## src/rtl/bfsp_pkg.sv

```systemverilog
package bfsp_pkg;

  localparam int VW  = 7;
  localparam int DW  = 24;
  localparam int WW  = 16;
  localparam int OPW = 2;

  localparam logic [OPW-1:0] OP_LOAD  = 2'd0;
  localparam logic [OPW-1:0] OP_CLEAR = 2'd1;
  localparam logic [OPW-1:0] OP_RUN   = 2'd2;

  // byte address of the vertex count register
  localparam logic REG_VCOUNT = 1'b0;
  localparam logic [VW-1:0] VCOUNT_RST = 7'd64;

  localparam int QDEPTH = 4;
  localparam int QPW    = 2;

  localparam logic signed [DW-1:0] DIST_MAX = 24'sh7FFFFF;
  localparam logic signed [DW-1:0] DIST_MIN = 24'sh800000;

  typedef struct packed {
    logic [OPW-1:0]       op;
    logic [VW-1:0]        from_vertex;
    logic [VW-1:0]        to_vertex;
    logic signed [WW-1:0] edge_weight;
    logic [VW-1:0]        start_vertex;
  } bfsp_in_t;

  typedef struct packed {
    logic [VW-1:0]        vertex;
    logic                 reached;
    logic signed [DW-1:0] distance;
    logic                 last;
  } bfsp_out_t;

  typedef enum logic [1:0] {
    CMD_LOAD,
    CMD_CLEAR,
    CMD_RUN
  } bfsp_kind_t;

  // for a run, a carries the start vertex
  typedef struct packed {
    bfsp_kind_t           kind;
    logic [VW-1:0]        a;
    logic [VW-1:0]        b;
    logic signed [WW-1:0] w;
  } bfsp_cmd_t;

  typedef struct packed {
    logic      valid;
    bfsp_cmd_t cmd;
  } bfsp_head_t;

  typedef struct packed {
    logic [VW-1:0]        a;
    logic [VW-1:0]        b;
    logic signed [WW-1:0] w;
  } bfsp_edge_t;

  typedef enum logic [2:0] {
    ST_IDLE,
    ST_FETCH,
    ST_READ,
    ST_FWD,
    ST_REV,
    ST_EMIT
  } bfsp_state_t;

  // distance plus weight, clamped to the 24-bit signed range
  function automatic logic signed [DW-1:0] sat_add(input logic signed [DW-1:0] d,
                                                   input logic signed [WW-1:0] w);
    logic signed [DW:0] s;
    s = {d[DW-1], d} + {{(DW+1-WW){w[WW-1]}}, w};
    if (s[DW] != s[DW-1]) begin
      sat_add = s[DW] ? DIST_MIN : DIST_MAX;
    end else begin
      sat_add = s[DW-1:0];
    end
  endfunction

endpackage

```

## src/rtl/bfsp_front.sv

```systemverilog
module bfsp_front import bfsp_pkg::*; #(
  parameter int MAX_VERTICES = 64
) (
  input  logic       clk,
  input  logic       rst_n,
  input  logic       start,
  output logic       busy,
  input  bfsp_in_t   in_req,
  input  logic       pop,
  output bfsp_head_t head
);

  bfsp_cmd_t        q_mem [QDEPTH];
  logic [QPW-1:0]   wr_ptr_r, wr_ptr_nxt;
  logic [QPW-1:0]   rd_ptr_r, rd_ptr_nxt;
  logic [QPW:0]     cnt_r, cnt_nxt;
  logic             full;
  logic             push;
  logic             ends_ok;
  bfsp_cmd_t        cmd;

  assign full = (cnt_r == (QPW+1)'(QDEPTH));
  assign busy = full;

  // classify: drop loads with bad ends and unused ops
  always_comb begin
    ends_ok = (in_req.from_vertex != '0) && (in_req.from_vertex <= VW'(MAX_VERTICES)) &&
              (in_req.to_vertex != '0) && (in_req.to_vertex <= VW'(MAX_VERTICES));
    cmd.kind = CMD_LOAD;
    cmd.a    = in_req.from_vertex;
    cmd.b    = in_req.to_vertex;
    cmd.w    = in_req.edge_weight;
    push     = 1'b0;
    case (in_req.op)
      OP_LOAD: begin
        push = ends_ok;
      end
      OP_CLEAR: begin
        cmd.kind = CMD_CLEAR;
        push     = 1'b1;
      end
      OP_RUN: begin
        cmd.kind = CMD_RUN;
        cmd.a    = in_req.start_vertex;
        push     = 1'b1;
      end
      default: begin
        push = 1'b0;
      end
    endcase
    push = push && start && !full;
  end

  always_comb begin
    wr_ptr_nxt = push ? wr_ptr_r + QPW'(1) : wr_ptr_r;
    rd_ptr_nxt = pop ? rd_ptr_r + QPW'(1) : rd_ptr_r;
    cnt_nxt    = cnt_r + (QPW+1)'(push) - (QPW+1)'(pop);
  end

  always_ff @(posedge clk) begin
    if (!rst_n) begin
      wr_ptr_r <= '0;
      rd_ptr_r <= '0;
      cnt_r    <= '0;
    end else begin
      wr_ptr_r <= wr_ptr_nxt;
      rd_ptr_r <= rd_ptr_nxt;
      cnt_r    <= cnt_nxt;
    end
  end

  always_ff @(posedge clk) begin
    if (push) begin
      q_mem[wr_ptr_r] <= cmd;
    end
  end

  assign head.valid = (cnt_r != '0);
  assign head.cmd   = q_mem[rd_ptr_r];

endmodule

```

## config.mk

```make
export PLATFORM = sky130hd
export DESIGN_NAME = bfsp_front
export DESIGN_NICKNAME = d
export VERILOG_FILES = /design/src/rtl/bfsp_pkg.sv /design/src/rtl/bfsp_front.sv
export SDC_FILE = /design/constraint.sdc
export NUM_CORES = 1
export LEC_CHECK = 0
export BUFFER_PORTS_ARGS = -buffer_cell sky130_fd_sc_hd__clkbuf_2
export CORE_MARGIN = 2
export CORE_UTILIZATION = 40
export DETAILED_ROUTE_END_ITERATION = 12
export SLEW_MARGIN = 40
export SYNTH_ARGS = -nofsm -noshare
export SYNTH_HDL_FRONTEND = slang
export SYNTH_SLANG_ARGS = --single-unit
```

## constraint.sdc

```tcl
create_clock -name clk -period 3.97 [get_ports clk]
set_input_delay 0.5955 -clock clk [delete_from_list [all_inputs] [get_ports clk]]
set_output_delay 0.5955 -clock clk [all_outputs]
set_load 0.01 [all_outputs]
```

Yosys cells after proc, flatten, opt, wreduce, memory -nomap -nowiden
Memory sizes are Yosys's and may differ from the RTL's. A register that Yosys moved wholly into a read port is not among the register bits.
Index checks and enable logic that the tools add are counted.
Widths: inputs -> output; s select.
{"block": "word_totals", "romBits": 0, "ramBits": 128, "latch_bits": 0, "n_memories": 1, "register_bits": 7}
{"name": "q_mem", "depth": 4, "width": 32, "read_ports": 1, "rd_ports_with_merged_regs": 1, "write_ports": 1, "line_no": "bfsp_front.sv:13", "text": "bfsp_cmd_t q_mem [QDEPTH];"}
{"block": "classes", "multipliers": 0, "eq_ne": 3, "n_lt_le_gt_ge": 2, "muxes": 7, "n_addsub": 4, "n_reduce_logical": 11, "div_mod_pow": 0, "bitwise": 0, "shift": 0}
{"cell": "$le 7x7->1 const B", "count": 2}
{"cell": "$reduce_bool 7->1", "count": 2}
{"cell": "$mux 7", "count": 1}
{"cell": "$logic_and 1x1->1", "count": 5}
{"cell": "$add 2x1->2 const B", "count": 2}
{"cell": "$mux 2", "count": 2}
{"cell": "$pmux 2 s2", "count": 1}
{"cell": "$add 3x1->3", "count": 1}
{"cell": "$eq 3x3->1 const B", "count": 1}
{"cell": "$reduce_bool 3->1", "count": 1}
{"cell": "$sub 3x1->3", "count": 1}
{"cell": "$eq 2x1->1 const B", "count": 1}
{"cell": "$eq 2x2->1 const B", "count": 1}
{"cell": "$logic_not 2->1", "count": 1}
{"cell": "$mux 1", "count": 2}
{"cell": "$pmux 1 s2", "count": 1}
{"cell": "$reduce_or 2->1", "count": 1}
{"cell": "$logic_not 1->1", "count": 1}

Logic depth before layout (Yosys ltp)
{"block": "logic_depth", "word_depth": 9, "mapped_depth": 11, "ltp_nobuf": 11}

Worst setup path after synthesis
Ideal clock, no wire load.
{"block": "synth_path", "path_kind": "in2reg", "from": "input port in_req[26] in the netlist's numbering", "to": "memory q_mem[0][0] in the netlist's numbering (enable)", "cell_stages": 5, "arrival_ns": 3.121, "required_ns": 3.545, "slack_ns": 0.424, "path_cell_list": "or4_1 > nor3_2 > xnor2_1 > a41oi_4 > nor2b_1"}
{"block": "synth_via", "elab_chain_len": 8, "word_cells_on_any_way": 9}
{"item": "start, declared", "line_no": "bfsp_front.sv:8", "text": "input bfsp_in_t in_req,"}
{"item": "branches (longest 2 deep; another with $le 7x7->1)"}
{"item": "$logic_and 1x1->1 *", "line_no": "bfsp_front.sv:28", "text": "(in_req.to_vertex != '0) && (in_req.to_vertex <= VW'(MAX_VERTICES));"}
{"item": "$pmux 1 s2 *", "line_no": "bfsp_front.sv:34", "text": "case (in_req.op)"}
{"item": "$logic_and 1x1->1 * (2 in a row)", "line_no": "bfsp_front.sv:51", "text": "push = push && start && !full;"}
{"item": "$mux 1 *", "line_no": "bfsp_front.sv:73", "text": "if (push) begin"}
{"item": "$mux 1 (not written as such) *", "line_no": "bfsp_front.sv:74", "text": "q_mem[wr_ptr_r] <= cmd;"}
{"item": "end, declared", "line_no": "bfsp_front.sv:13"}
Every way passes the cells marked *.

Worst setup path in the final report
{"block": "layout_path", "from": "input port in_req[26] in the netlist's numbering", "to": "register cnt_r[2]"}
{"block": "layout_via", "elab_chain_len": 8, "word_cells_on_any_way": 9}
{"item": "branches (longest 2 deep; another with $le 7x7->1)"}
{"item": "$logic_and 1x1->1 *", "line_no": "bfsp_front.sv:28"}
{"item": "$pmux 1 s2 *", "line_no": "bfsp_front.sv:34"}
{"item": "$logic_and 1x1->1 * (2 in a row)", "line_no": "bfsp_front.sv:51"}
{"item": "$add 3x1->3 *", "line_no": "bfsp_front.sv:57", "text": "cnt_nxt = cnt_r + (QPW+1)'(push) - (QPW+1)'(pop);"}
{"item": "$sub 3x1->3 *", "line_no": "bfsp_front.sv:57"}
{"item": "end signal, assigned", "line_no": "bfsp_front.sv:68", "text": "cnt_r <= cnt_nxt;"}
{"item": "end, declared", "line_no": "bfsp_front.sv:16", "text": "logic [QPW:0] cnt_r, cnt_nxt;"}
Marks and branches as above.
A chain may end at the register's enable or synchronous reset.

==> out/qor.txt <==
Latest clock arrival within the worst-skew pair: 0.42 ns
CTS tree: yes
Top cell by count, worst path: xnor2_1
Worst setup startpoint: in_req[26]
Dpl ws: 0.507 ns
WP depth: 12
Setup ws final: 0.976 ns
Core Area: 0.0131 mm^2
Post-DP HPWL: 6.19 mm
Mapped cell area: 0.00529 mm^2
Setup Buffers After CTS: 0
Initial antenna violation count: 0
Synth unique cells: 22
Required @ worst endpoint: 4.28 ns
Slew HR: 0.561
Commonest cells in the netlist: edfxtp_1, mux4_2, ha_1, dfxtp_1
Via-to-Cell Ratio: 4.91
GP Congestion: 0.668
Initial core utilization: 0.404
Clk root buf: clkbuf_16
CP endpoint: cnt_r[2]
Power share of the combinational group: 0.100
DR vias: 2553
CP bufs+invs: 2
Crit path max-delay cell type: or4_1
Top cells by area, synth: edfxtp_1, mux4_2, dfxtp_1, ha_1, mux2_2
Avg Cell Area, Syn: 22.4 um^2
Actual slew at the worst max-slew pin: 0.659 ns
CP Class: input pin to flip-flop
Seq/Total Area, Yosys: 0.760
DRC errors left: 0
Accumulated negative setup slack: 0 ns
Most numerous cell in the Yosys netlist: edfxtp_1
Outcome: finished clean
Worst Reg-to-Reg Cells: 10
Die H: 119 um
Worst clock skew: 0.00504 ns
Final setup violation count: 0
Vias in the first global route: 2787
FF+latch count, synth: 137
Synth warn: 0
Total CTS buffers: 17
Post-CTS Hold Fix Bufs: 0
Clock share of power: 0.429
Reg power frac: 0.471
Post-synth top area cell: edfxtp_1
RSZ-0062 raised after global routing: no
Clk sinks: 137
Critical Path AT: 3.30 ns
Die Footprint: 0.0142 mm^2
Clock transition at path regs: 0.06 ns
Total Wirelength: 9.62 mm
Leak: 2.29 nW
Htree depth: 4
Global-route wire length before repair: 15.2 mm
Cells along the critical path: clkbuf_2 > or4_1 > nor3_2 > xnor2_1 > a41oi_4 > ha_1 > inv_1 > ha_1 > fa_1 > xnor2_1 > xnor2_1 > and2_1
Synth async-reset ratio: 0
Count of final hold-check violations: 0
Reg-to-reg setup timing slack: 1.17 ns
CP top delay family: adder cells
R2R Path Start: cnt_r[2]
Final instance area: 0.00655 mm^2
Hold Crit Class: input pin to flip-flop
Area grow syn2layout: 23.7%
Fmax: 334 MHz
Total gr overflow: 0
R2R Path End: cnt_r[2]
MaxCap Viol Count: 0
GRT Overall Usage: 0.149
Final net count: 387
Io pins: 77
ANT cells: 0
NetSw: 0.000791 W
Setup crit end kind: flip-flop
FP Rows: 42
Die width: 119 um
Crit start category: input pin
1st-iter DRT viols: 182
Top cell type's share of synthesized area: 0.726
Maximum VDD drop: 0.337 mV
Post-Syn Nets: 291
CTS max path bufs: 2
Routed wire per std cell: 18.5 um
CTS resizes: 0
Crit path max fanout: 7
Count of pins over their slew limit: 0
Cell internal pwr: 0.00280 W
Main flop type after synthesis: edfxtp_1
EDFF count, synth: 128
Final period util: 0.754
Post-route ant nets: 0
Pwr dens: 549 mW/mm^2
Sw Ratio: 0.220
Pre-antenna DRT Iters: 4
PortBufs: 76
Cell count after synthesis: 236
Final min period: 2.99 ns
Crit path largest cell delay: 0.55 ns
Largest net degree at the start of global routing: 33
Share of layout cells above drive strength 1: 0.480
Cell Area, Placed: 0.00597 mm^2
## worst min path at each step
| stage | cells past startpoint | endpoint | start | slack (ns) |
|---|---|---|---|---|
| 2_1_floorplan | 2 | wr_ptr_r[1] | wr_ptr_r[1] | 0.47 |
| 3_3_place_gp | 2 | wr_ptr_r[1] | wr_ptr_r[1] | 0.49 |
| 3_5_place_dp | 2 | wr_ptr_r[0] | wr_ptr_r[0] | 0.50 |
| 4_1_cts | 1 | q_mem[0][3] | in_req[10] | 0.38 |
| 5_1_grt | 1 | q_mem[3][0] | in_req[7] | 0.39 |
| 6_report | 1 | q_mem[3][0] | in_req[7] | 0.40 |
## metal layers
metal  up-vias  wire length [um]  GRT usage
met4         0               184     0.0759
met5         -                 0          0
met2        71              4920      0.244
met1      1315              4080      0.180
li1       1150                 -          -
met3        17               437     0.0445
## layout by cell type (no fill, tap or decap), drive strengths merged
cell and instances:
ha 11, nand2 5, mux2i 2, xor2 1, edfxtp 128, buf 10, mux2 7, and2 7
dfxtp 9, bufinv 3, or3 1, nor3 2, or4 2, nor2b 4, inv 7, a41oi 1
clkinv 7, mux4 32, clkinvlp 4, fa 1, xnor2 5, nor3b 2, clkbuf 93
## area by class of cell
type                       instances  area [um^2]
fill                            1074         6540
inverter                           7         26.3
clock inverter                    14          158
tap                              176          220
timing repair buffer              86          455
clock buffer                      17          425
multi-input combinational         83         1230
sequential                       137         4030
## cells by family after synthesis
family / synth area share
xor gates and xnor gates: 0.00993
muxes: 0.155
AOI/OAI and AO/OA: 0.00520
and+or+nand+nor: 0.0279
adders and majority gates: 0.0298
buffers and inverters: 0.0121
DFF: 0.760
## stage by stage
stage | hold slack, ns | std cells | utilization | power, W
after global routing | 0.388 | 520 | 0.500 | 0.00375
after CTS | 0.380 | 520 | 0.500 | 0.00365
final | 0.401 | 520 | 0.500 | 0.00360
after floorplan | 0.471 | 236 | - | 0.00193
after detailed placement | 0.503 | 489 | 0.456 | 0.00210
after global placement | 0.489 | 489 | 0.456 | 0.00209
## flip-flops by register name, summed over array words and instances (netlist names), named ones only
signal and count:
rd_ptr_r 2, cnt_r 3, q_mem 128, wr_ptr_r 2
## worst reg2reg max path, stage by stage (launching register included)
cell     delay, ns
dfxtp_1       0.33
nor3b_1       0.16
nor3b_1       0.46
a41oi_4       0.36
ha_1          0.38
inv_1         0.04
ha_1          0.18
fa_1          0.37
xnor2_1       0.15
xnor2_1       0.12
and2_1        0.14
## power groups by stage
stage          Combinational (W)  Sequential [W]  Clock (W)
2_1_floorplan           0.000237         0.00170          0
3_3_place_gp            0.000367         0.00172          0
3_5_place_dp            0.000370         0.00173          0
4_1_cts                 0.000372         0.00170    0.00158
5_1_grt                 0.000397         0.00170    0.00165
6_report                0.000360         0.00169    0.00154
(Power assumes the default switching activity.)
